==> config.mk <==
export PLATFORM = sky130hd
export DESIGN_NAME = indexed_array_list_unit
export DESIGN_NICKNAME = d
export VERILOG_FILES = /design/src/rtl/core/ial_pkg.sv /design/src/rtl/core/ial_cell.sv /design/src/rtl/core/indexed_array_list_unit.sv
export VERILOG_INCLUDE_DIRS = /design/src /design/src/rtl/core
export SDC_FILE = /design/constraint.sdc
export NUM_CORES = 1
export LEC_CHECK = 0
export BUFFER_PORTS_ARGS = -buffer_cell sky130_fd_sc_hd__buf_2
export CAP_MARGIN = 0
export CORE_UTILIZATION = 40
export CTS_CLUSTER_DIAMETER = 120
export DETAILED_ROUTE_END_ITERATION = 12
export PLACE_DENSITY = 0.6
export REMOVE_ABC_BUFFERS = 1
export SETUP_SLACK_MARGIN = 0.1
export SKIP_LAST_GASP = 1
export SLEW_MARGIN = 15
export SYNTH_ARGS = -nofsm -noshare
export SYNTH_HDL_FRONTEND = slang
export SYNTH_SLANG_ARGS = --single-unit
==> constraint.sdc <==
create_clock -name clk_i -period 14 [get_ports clk_i]
set_clock_uncertainty 0.2 [all_clocks]
set_input_delay 2.1 -clock clk_i [delete_from_list [all_inputs] [get_ports clk_i]]
set_output_delay 2.1 -clock clk_i [all_outputs]
set_load 0.02 [all_outputs]
==> src/rtl/core/assert_macros.svh <==
// ----------------------------------------------------------------------------
// assert_macros.svh
// Concurrent assertion helpers, compiled out for synthesis.
// ----------------------------------------------------------------------------
`ifndef ASSERT_MACROS_SVH
`define ASSERT_MACROS_SVH

`ifndef SYNTHESIS

// Check prop at every rising clock edge while reset is released.
`define ASSERT_CLK(label, clk, rst_n, prop) \
  label: assert property (@(posedge clk) disable iff (!rst_n) (prop)) \
    else $error("assertion failed: label");

// Check that expr never holds while reset is released.
`define ASSERT_NEVER(label, clk, rst_n, expr) \
  label: assert property (@(posedge clk) disable iff (!rst_n) !(expr)) \
    else $error("assertion failed: label");

`else

`define ASSERT_CLK(label, clk, rst_n, prop)
`define ASSERT_NEVER(label, clk, rst_n, expr)

`endif

`endif

==> src/rtl/core/ial_pkg.sv <==
// ----------------------------------------------------------------------------
// ial_pkg
// Shared types and codes of the indexed array list.
// ----------------------------------------------------------------------------
`default_nettype none

package ial_pkg;

  localparam int unsigned FuncW   = 3;
  localparam int unsigned PosW    = 5;
  localparam int unsigned ValW    = 32;
  localparam int unsigned CountW  = 5;
  localparam int unsigned StatusW = 2;

  typedef enum logic [FuncW-1:0] {
    FN_APPEND = 3'd0,
    FN_POP    = 3'd1,
    FN_INSERT = 3'd2,
    FN_ERASE  = 3'd3,
    FN_READ   = 3'd4,
    FN_CLEAR  = 3'd5
  } func_e;

  typedef enum logic [StatusW-1:0] {
    ST_OK    = 2'd0,
    ST_RANGE = 2'd1,
    ST_EMPTY = 2'd2,
    ST_FULL  = 2'd3
  } status_e;

  // Command broadcast to every cell for one operation.
  typedef struct packed {
    logic ins;  // open a hole at pos, shift the tail up, load the word
    logic del;  // close the entry at pos, shift the tail down
  } cell_cmd_t;

endpackage

`default_nettype wire

==> src/rtl/core/ial_cell.sv <==
// ----------------------------------------------------------------------------
// ial_cell
// One list slot: holds a word, takes its neighbor's word on a shift.
// ----------------------------------------------------------------------------
`default_nettype none

module ial_cell #(
  parameter int unsigned IDX   = 0,
  parameter int unsigned CW    = 5,
  parameter int unsigned WIDTH = 32
) (
  input  wire logic                clk_i,
  input  wire ial_pkg::cell_cmd_t  cmd_i,
  input  wire logic [CW-1:0]       pos_i,
  input  wire logic [CW-1:0]       count_i,
  input  wire logic [WIDTH-1:0]    word_i,
  input  wire logic [WIDTH-1:0]    left_i,
  input  wire logic [WIDTH-1:0]    right_i,
  output logic      [WIDTH-1:0]    slot_o
);

  localparam logic [CW-1:0] IdxC  = CW'(IDX);
  localparam logic [CW-1:0] IdxP1 = CW'(IDX + 1);

  logic [WIDTH-1:0] slot_q;
  logic [WIDTH-1:0] slot_d;

  always_comb begin
    slot_d = slot_q;
    if (cmd_i.ins) begin
      if (IdxC == pos_i) begin
        slot_d = word_i;
      end else if ((IdxC > pos_i) && (IdxC <= count_i)) begin
        slot_d = left_i;
      end
    end else if (cmd_i.del) begin
      if ((IdxC >= pos_i) && (IdxP1 < count_i)) begin
        slot_d = right_i;
      end
    end
  end

  always_ff @(posedge clk_i) begin
    slot_q <= slot_d;
  end

  assign slot_o = slot_q;

endmodule

`default_nettype wire

==> src/rtl/core/indexed_array_list_unit.sv <==
// ----------------------------------------------------------------------------
// indexed_array_list_unit
// Fixed-capacity ordered word list with insert/erase by position.
// ----------------------------------------------------------------------------
//
//  channel  dir  tdata (low bit up)            tuser
//  s_axis   in   position[4:0], item_value     func[2:0]
//  m_axis   out  read_value, count_now[4:0]    status[1:0]
//
//  Each beat is decoded and applied in the cycle it is accepted: the row of
//  cells shifts every entry in parallel, and a new beat is accepted every
//  cycle while the result register drains.
//  The result register is the only stage; s_axis_tready drops only while a
//  result is held and m_axis_tready is low.
//  Reset clears the entry count and the result valid; slot contents stay
//  undefined until written and are never read before that.
//
`default_nettype none
`include "assert_macros.svh"

module indexed_array_list_unit #(
  parameter int unsigned DEPTH = 16,
  parameter int unsigned WIDTH = 32
) (
  input  wire logic        clk_i,
  input  wire logic        rst_ni,
  // s_axis
  input  wire logic        s_axis_tvalid,
  output logic             s_axis_tready,
  input  wire logic [39:0] s_axis_tdata,   // position[4:0], item_value[36:5], zero pad
  input  wire logic [2:0]  s_axis_tuser,   // func[2:0]
  // m_axis
  output logic             m_axis_tvalid,
  input  wire logic        m_axis_tready,
  output logic      [39:0] m_axis_tdata,   // read_value[31:0], count_now[36:32], zero pad
  output logic      [1:0]  m_axis_tuser    // status[1:0]
);

  // Count width holds DEPTH itself; compare width also covers the position field.
  localparam int unsigned CW = $clog2(DEPTH + 1);
  localparam int unsigned AW = $clog2(DEPTH);
  localparam int unsigned XW = (CW > ial_pkg::PosW) ? CW : ial_pkg::PosW;
  localparam logic [CW-1:0] Full = CW'(DEPTH);

  // ---------------------------------------------------------------- input beat
  logic                         in_fire;
  ial_pkg::func_e               func;
  logic [ial_pkg::PosW-1:0]     position;
  logic [ial_pkg::ValW-1:0]     item_value;
  logic [WIDTH+ial_pkg::ValW-1:0] item_ext;
  logic [WIDTH-1:0]             word;

  assign in_fire    = s_axis_tvalid && s_axis_tready;
  assign func       = ial_pkg::func_e'(s_axis_tuser);
  assign position   = s_axis_tdata[4:0];
  assign item_value = s_axis_tdata[36:5];
  // Keep the low WIDTH bits of the input word, zero-filled when WIDTH is wider.
  assign item_ext   = {{WIDTH{1'b0}}, item_value};
  assign word       = item_ext[WIDTH-1:0];

  // ---------------------------------------------------------------- state
  logic [CW-1:0] count_q;
  logic [CW-1:0] count_d;
  logic          out_valid_q;
  logic          out_valid_d;
  logic [ial_pkg::ValW-1:0]    rd_q;
  logic [ial_pkg::ValW-1:0]    rd_d;
  logic [ial_pkg::CountW-1:0]  cnt_q;
  ial_pkg::status_e            st_q;
  ial_pkg::status_e            st_d;

  // ---------------------------------------------------------------- cell row
  logic [WIDTH-1:0] tap_w  [DEPTH+1:0];   // tap[0] and tap[DEPTH+1] are the row ends
  logic [WIDTH-1:0] slot_w [DEPTH-1:0];
  ial_pkg::cell_cmd_t cmd;
  logic [CW-1:0]      cell_pos;

  assign tap_w[0]       = '0;
  assign tap_w[DEPTH+1] = '0;

  for (genvar i = 0; i < DEPTH; i++) begin : g_cell
    ial_cell #(
      .IDX   (i),
      .CW    (CW),
      .WIDTH (WIDTH)
    ) u_cell (
      .clk_i   (clk_i),
      .cmd_i   (cmd),
      .pos_i   (cell_pos),
      .count_i (count_q),
      .word_i  (word),
      .left_i  (tap_w[i]),
      .right_i (tap_w[i+2]),
      .slot_o  (tap_w[i+1])
    );
    assign slot_w[i] = tap_w[i+1];
  end

  // ---------------------------------------------------------------- decode
  logic [XW-1:0] pos_x;
  logic [XW-1:0] cnt_x;
  logic [AW-1:0] rd_idx;
  logic [WIDTH+ial_pkg::ValW-1:0] rd_ext;

  assign pos_x  = XW'(position);
  assign cnt_x  = XW'(count_q);
  assign rd_idx = pos_x[AW-1:0];
  assign rd_ext = {{ial_pkg::ValW{1'b0}}, slot_w[rd_idx]};

  always_comb begin
    count_d  = count_q;
    st_d     = ial_pkg::ST_OK;
    rd_d     = '0;
    cmd      = '0;
    cell_pos = pos_x[CW-1:0];
    unique case (func)
      ial_pkg::FN_APPEND: begin
        if (count_q == Full) begin
          st_d = ial_pkg::ST_FULL;
        end else begin
          // Append is an insert at the tail.
          cmd.ins  = 1'b1;
          cell_pos = count_q;
          count_d  = count_q + CW'(1);
        end
      end
      ial_pkg::FN_POP: begin
        if (count_q == '0) begin
          st_d = ial_pkg::ST_EMPTY;
        end else begin
          count_d = count_q - CW'(1);
        end
      end
      ial_pkg::FN_INSERT: begin
        if (pos_x > cnt_x) begin
          st_d = ial_pkg::ST_RANGE;
        end else if (count_q == Full) begin
          st_d = ial_pkg::ST_FULL;
        end else begin
          cmd.ins = 1'b1;
          count_d = count_q + CW'(1);
        end
      end
      ial_pkg::FN_ERASE: begin
        if (pos_x >= cnt_x) begin
          st_d = ial_pkg::ST_RANGE;
        end else begin
          cmd.del = 1'b1;
          count_d = count_q - CW'(1);
        end
      end
      ial_pkg::FN_READ: begin
        if (pos_x >= cnt_x) begin
          st_d = ial_pkg::ST_RANGE;
        end else begin
          rd_d = rd_ext[ial_pkg::ValW-1:0];
        end
      end
      ial_pkg::FN_CLEAR: begin
        count_d = '0;
      end
      default: begin
        // Unused codes: no change, status ok.
      end
    endcase
    // Apply nothing unless the beat is actually taken.
    if (!in_fire) begin
      cmd     = '0;
      count_d = count_q;
    end
  end

  // ---------------------------------------------------------------- handshake
  assign s_axis_tready = !out_valid_q || m_axis_tready;

  always_comb begin
    out_valid_d = out_valid_q;
    if (in_fire) begin
      out_valid_d = 1'b1;
    end else if (m_axis_tready) begin
      out_valid_d = 1'b0;
    end
  end

  always_ff @(posedge clk_i or negedge rst_ni) begin
    if (!rst_ni) begin
      count_q     <= '0;
      out_valid_q <= 1'b0;
    end else begin
      count_q     <= count_d;
      out_valid_q <= out_valid_d;
    end
  end

  // Result payload: load on every accepted beat, hold otherwise.
  always_ff @(posedge clk_i) begin
    if (in_fire) begin
      rd_q  <= rd_d;
      cnt_q <= ial_pkg::CountW'(count_d);
      st_q  <= st_d;
    end
  end

  assign m_axis_tvalid = out_valid_q;
  assign m_axis_tdata  = {3'b000, cnt_q, rd_q};
  assign m_axis_tuser  = st_q;

  // ---------------------------------------------------------------- checks
  `ASSERT_NEVER(a_count_in_range, clk_i, rst_ni, count_q > Full)
  `ASSERT_CLK(a_fire_gives_result, clk_i, rst_ni, in_fire |=> m_axis_tvalid)
  `ASSERT_CLK(a_count_only_on_beat, clk_i, rst_ni, !in_fire |=> $stable(count_q))
  `ASSERT_CLK(a_full_append_holds, clk_i, rst_ni, (in_fire && func == ial_pkg::FN_APPEND && count_q == Full) |=> (st_q == ial_pkg::ST_FULL && $stable(count_q)))

endmodule

`default_nettype wire

# Word level (Yosys, flattened, before mapping)
# Index checks and enable logic that the tools add are counted.
# totals
wordCells	305
input_bits	47
reg_bits	557
out_inout_bits	44
# classes
bitwise_logic	1
n_eq_ne	37
add_sub_neg	2
reduce_logical	74
muxes	103
order_cmp	67
# ops
operator	n
32-bit 2-to-1 mux	81
32-bit binary-select mux with 4-bit select	1
3-bit by 1-bit inequality test with 1-bit output (second input constant)	16
3-bit AND reduction	16
4-bit by 5-bit equality test with 1-bit output (first input constant)	8
4-bit by 5-bit greater-or-equal comparator with 1-bit output (first input constant)	8
4-bit by 5-bit greater-than comparator with 1-bit output (first input constant)	8
4-bit by 5-bit less-or-equal comparator with 1-bit output (first input constant)	8
4-bit by 5-bit less-than comparator with 1-bit output (first input constant)	8
2-bit nonzero test	18
5-bit 2-to-1 mux	7
1-bit logical AND	33
5-bit case mux with 5 select lines	1
3-bit by 5-bit equality test with 1-bit output (first input constant)	4
3-bit by 5-bit greater-or-equal comparator with 1-bit output (first input constant)	4
3-bit by 5-bit greater-than comparator with 1-bit output (first input constant)	4
3-bit by 5-bit less-or-equal comparator with 1-bit output (first input constant)	4
3-bit by 5-bit less-than comparator with 1-bit output (first input constant)	4
2-bit by 5-bit equality test with 1-bit output (first input constant)	2
1-bit by 5-bit greater-or-equal comparator with 1-bit output (first input constant)	2
2-bit by 5-bit greater-or-equal comparator with 1-bit output (first input constant)	2
1-bit by 5-bit greater-than comparator with 1-bit output (first input constant)	2
2-bit by 5-bit greater-than comparator with 1-bit output (first input constant)	2
1-bit by 5-bit less-or-equal comparator with 1-bit output (first input constant)	2
24 further kinds	39

# Longest topological paths before layout
# logic_depth
depth_word	8
mapped_depth	15
ltp_nobuf	8

# Cells and area by module
# Synthesis repeated with hierarchy kept, for this count alone.
# hier_totals
hier_cells	3355
area_unflattened_um2	35452.8
# modules_own_cells
module	area_per_inst_um2	cells_each	instances	seq_area_each_um2
indexed_array_list_unit	5973.2	367	1	1321.3
ial_cell (g_cell[10].u_cell)	2083.2	192	1	960.9
ial_cell (g_cell[8].u_cell)	1946.9	189	1	960.9
ial_cell (g_cell[7].u_cell)	1890.6	192	1	960.9
ial_cell (g_cell[3].u_cell)	1856.8	193	1	960.9
ial_cell (g_cell[5].u_cell)	1848.0	190	1	960.9
ial_cell (g_cell[12].u_cell)	1845.5	190	1	960.9
ial_cell (g_cell[15].u_cell)	1845.5	189	1	960.9
ial_cell (g_cell[0].u_cell)	1843.0	185	1	960.9
ial_cell (g_cell[11].u_cell)	1841.8	191	1	960.9
ial_cell (g_cell[6].u_cell)	1836.8	188	1	960.9
ial_cell (g_cell[14].u_cell)	1824.2	187	1	960.9
ial_cell (g_cell[4].u_cell)	1793.0	189	1	960.9
ial_cell (g_cell[1].u_cell)	1779.2	188	1	960.9
3 more rows	--	--	--	--

# Least setup slack after synthesis
# OpenSTA, ideal clock, no wires.
# synth_timing
path_kind	input -> register
from	input port s_axis_tdata[0]
to	register g_cell[5].u_cell.slot_q[0] (enable)
required_ps	13299
stages	12
path_slack_ps	5915
n_path_buf	4
arrival_time_ps	7384
setup_ps	501
path_cell_list	clkbuf_1 -> clkbuf_1 -> buf_1 -> inv_1 -> ha_1 -> nand2b_1 -> a21oi_1 -> o21a_1 -> and4_1 -> clkbuf_1 -> a21oi_1 -> nor4_1
# synth_via
elab_chain_len	6
elab_cells_between_ends	18
cone_classes	4 x order compare; 2 x eq/ne; 7 x mux; 5 x reduce/logical
# synth_rtl
item	line	rtl
from (decl)	indexed_array_list_unit.sv:30	input wire logic [39:0] s_axis_tdata,
5-bit greater-than comparator (tied with other cells)	indexed_array_list_unit.sv:135	if (pos_x > cnt_x) begin
1-bit 2-to-1 mux (tied with other cells)	indexed_array_list_unit.sv:135	
1-bit case mux with 2 select lines (tied with other cells)	indexed_array_list_unit.sv:116	unique case (func)
2-bit 2-to-1 mux (tied with other cells)	indexed_array_list_unit.sv:167	if (!in_fire) begin
3-bit by 1-bit inequality test with 1-bit output (no source line) / 2-bit nonzero test (equally long branches)	--	
3-bit AND reduction (no source line) (*)	--	
to (signal assigned)	ial_cell.sv:44	slot_q <= slot_d;
to (decl)	ial_cell.sv:25	logic [WIDTH-1:0] slot_q;
# Mark *: on every way between the ends. The rest lies on a longest branch, timed or not.
# A chain may end at the register's enable or synchronous reset.

# Worst setup path after layout
# layout_timing
from	input port s_axis_tdata[3]
to	register g_cell[13].u_cell.slot_q[15] (data pin)
# layout_via
elab_chain_len	5
elab_cells_between_ends	9
cone_classes	1 x order compare; 1 x eq/ne; 7 x mux
# layout_rtl
item	line	rtl
5-bit greater-than comparator / 5-bit 2-to-1 mux (equally long branches)	indexed_array_list_unit.sv:135, indexed_array_list_unit.sv:118	
1-bit 2-to-1 mux / 5-bit 2-to-1 mux (equally long branches)	indexed_array_list_unit.sv:135, indexed_array_list_unit.sv:116	
1-bit case mux with 2 select lines / 4-bit by 5-bit equality test with 1-bit output (equally long branches)	indexed_array_list_unit.sv:116, ial_cell.sv:31	
2-bit 2-to-1 mux / 32-bit 2-to-1 mux (equally long branches)	indexed_array_list_unit.sv:167, ial_cell.sv:31	
32-bit 2-to-1 mux (*)	ial_cell.sv:30	if (cmd_i.ins) begin
via g_cell[13].u_cell.slot_d[15]	ial_cell.sv:26	logic [WIDTH-1:0] slot_d;
to (signal assigned)	ial_cell.sv:44	
to (decl)	ial_cell.sv:25	
# Mark *: on every way through the listed nets, which the timed path passes. The rest lies on a longest branch.

==> out/summary.txt <==
Register-to-Register Setup Slack = 7.90 ns
Clock sinks = 557
Starting DRT DRC Count = 3089
Data arrival, critical path = 7.16 ns
Place WS = 6.03 ns
Antenna violations before repair = 7
Critical path's largest stage delay = 0.73 ns
Inserted Clock Buffers = 68
Hold_sp = m_axis_tvalid
CP required = 14.11 ns
Vias in the first global route = 22200
Synth Area per Inst = 11.9 µm²
Crit path kind = input port to flip-flop
Clock tree buffer depth = 3
Main synth FF type = edfxtp_1
Relative slew margins = 0.195
Number of synthesized register bits = 557
Fin nets = 2717
Max Fclk = 142 MHz
Slew Limit Fails = 0
Worst Setup Start Kind = input port
Worst hold path type = flip-flop to flip-flop
Asr flop ratio synth = 0.0108
Hold endpoint = m_axis_tvalid
Synth cell types = 68
Commonest non-fill, non-tap cell in the layout = edfxtp_1
Hold depth = 2
DRT met1 WL = 42.2 mm
Max stage delay cell, worst path = buf_12
Post-DR vias/cell = 6.12
Reg2reg start = cnt_x[4]
Worst setup EP type = flip-flop
Largest net degree at the start of global routing = 270
Post-DP HPWL = 52.2 mm
Antenna viol nets, final = 0
Clock power frac = 0.407
CP startpoint = s_axis_tdata[3]
Min Hold Slack = 0.331 ns
Design Area, Final = 35600 µm²
Max Used Layer = met5
Proportion of layout cells with a drive suffix above 1 = 0.156
Routed wire per std cell = 26.6 µm
Logic pwr share = 0.134
Most frequent cells in the layout = 551 x edfxtp_1, 541 x nand2_1, 441 x mux2i_1
Cells after synthesis = 2718
Tot GR Track Use = 0.244
Final Hold Fails = 0
Die footprint = 82200 µm²
CTS tree = yes
Die Y = 287 µm
Total Power = 0.00418 W
Post-CTS Hold Fix Bufs = 0
Io pins = 91
WL met2 = 45.4 mm
Setup-failing EPs final = 0
Placer Congestion = 0.867
Cell count of the worst reg-to-reg path = 10
Routed wire length = 101 mm
Fin crit period = 7.04 ns
Cell Area, Synth = 32400 µm²
Net Switching = 0.00115 W
DRT Pass-1 Iters = 10
Root Driver = clkbuf_16
Seq pwr share = 0.460
H-tree depth = 3
Top cell by count, worst path = buf_4
Period utilisation layout = 0.503
P per Cell Area = 118 nW/µm²
Post_cts resized = 0
Clock-pin slew on the worst setup and hold paths = 0.06 ns
Row cnt = 104
Status = finished with violations
Routed vias = 23100
Post CTS Setup Buffer Count = 0
Starting density of the core = 0.403
Metal3 WL = 9.91 mm
Worst slew pin tran = 1.20 ns
CORE AREA = 80400 µm²
First-pass GRT wire length = 148 mm
Max-cap violations = 0
DRC violations left = 2
I/O Buffers = 84
Overflow after GRT = 0
Worst vdd ir = 94.7 µV
Die width = 287 µm
Int Power = 0.00304 W
Layout area overhead = 9.77%
Yosys Warn Count = 0
RSZ-0062 raised after global routing = false
Switching share of power = 0.274
Post-route setup slack = 6.96 ns
Clk_lat worst skew = 0.63 ns
Reg2reg end = g_cell[13].u_cell.slot_o[15]
Crit path max fanout = 269
Leakage = 13.5 nW
Placed cell areas = 33500 µm²
Failing checks = design-rule violations
Crit path cell chain = buf_2, buf_4, ha_1, nand3_1, o21ai_0, a21o_1, nand3_4, buf_12, buf_4, buf_4, o21ai_0
Post-synth EDFFs = 551
Sequential cell area fraction in the yosys report = 0.515
-- worst max path at each step --
stage | cells after the start | endpoint
final | 11 | g_cell[13].u_cell.slot_o[15]
after global routing | 11 | g_cell[13].u_cell.slot_o[15]
after CTS | 11 | g_cell[13].u_cell.slot_o[15]
after detailed placement | 11 | g_cell[13].u_cell.slot_o[15]
after global placement | 11 | g_cell[10].u_cell.slot_o[24]
after floorplan | 6 | g_cell[10].u_cell.slot_o[0]
-- final cells by class --
| type | count | area [µm²] |
|---|---|---|
| diodes | 3 | 7.51 |
| repair buffers | 127 | 808 |
| multi-input cells | 1892 | 14600 |
| inverters | 14 | 52.6 |
| flip-flops and latches | 557 | 16700 |
| well taps | 1060 | 1330 |
| fillers | 7322 | 44800 |
| clock buffers | 86 | 1830 |
| clock inverters | 35 | 251 |
-- power groups by stage --
stage               clock network [W]  logic [W]  registers, W
detailed placement                  0   0.000547       0.00195
global placement                    0   0.000537       0.00195
CTS                           0.00173   0.000549       0.00192
global route                  0.00180   0.000601       0.00193
floorplan                           0   0.000439       0.00196
finish                        0.00170   0.000559       0.00192
-- critical path, delay by kind of cell --
| family | cells | cell delay [ns] |
|---|---|---|
| AND/OR/NAND/NOR | 2 | 0.90 |
| buffers and inverters | 5 | 2.73 |
| adder cells (fa/ha/maj) | 1 | 0.38 |
| AO/OA/AOI/OAI | 3 | 0.64 |
-- metal layers --
layer	vias to the layer above	GRT usage
li1	10100	-
met3	194	0.0439
met1	11600	0.350
met5	-	0
met2	1212	0.372
met4	2	0.0826
-- cells by family after synthesis --
kind of cell / Yosys count / share of synthesized area
adders and majority gates: 10 / 0.00386
muxes: 601 / 0.247
buffers and inverters: 271 / 0.0418
DFF: 557 / 0.515
AOI/OAI and AO/OA: 619 / 0.106
xor gates and xnor gates: 2 / 0.000540
other: 1 / 0.000116
and+or+nand+nor: 657 / 0.0858
-- through the flow --
step | utilization | setup TNS [ns] | instances
after floorplan | - | -6044.39 | 2463
after global placement | 0.416 | 0 | 3649
after detailed placement | 0.416 | 0 | 3649
after CTS | 0.442 | 0 | 3770
after global routing | 0.442 | 0 | 3773
final | 0.442 | 0 | 3774
-- sequential cells by signal, indices dropped and copies added, names as in the netlist --
register              flops
cnt_q                     5
cnt_x                     5
g_cell.u_cell.slot_o    512
m_axis_tuser              2
m_axis_tvalid             1
rd_q                     32
-- cell usage after synthesis, drive strengths merged (5+ instances only) --
library cell / count / area, µm²
a21o: 6 / 45.0
a21oi: 60 / 300
a22o: 35 / 307
buf: 117 / 777
clkbuf: 140 / 526
dfrtp: 6 / 150
edfxtp: 551 / 16500
ha: 10 / 125
inv: 12 / 45.0
mux2i: 441 / 4410
mux4: 160 / 3600
nand2: 545 / 2050
nand2b: 6 / 37.5
nand3: 19 / 120
nor2: 22 / 82.6
nor2b: 37 / 231
nor3: 7 / 80.1
o211ai: 11 / 82.6
o21ai: 465 / 2340
o31ai: 5 / 37.5
Note: power is estimated with default switching activity, not from simulation.
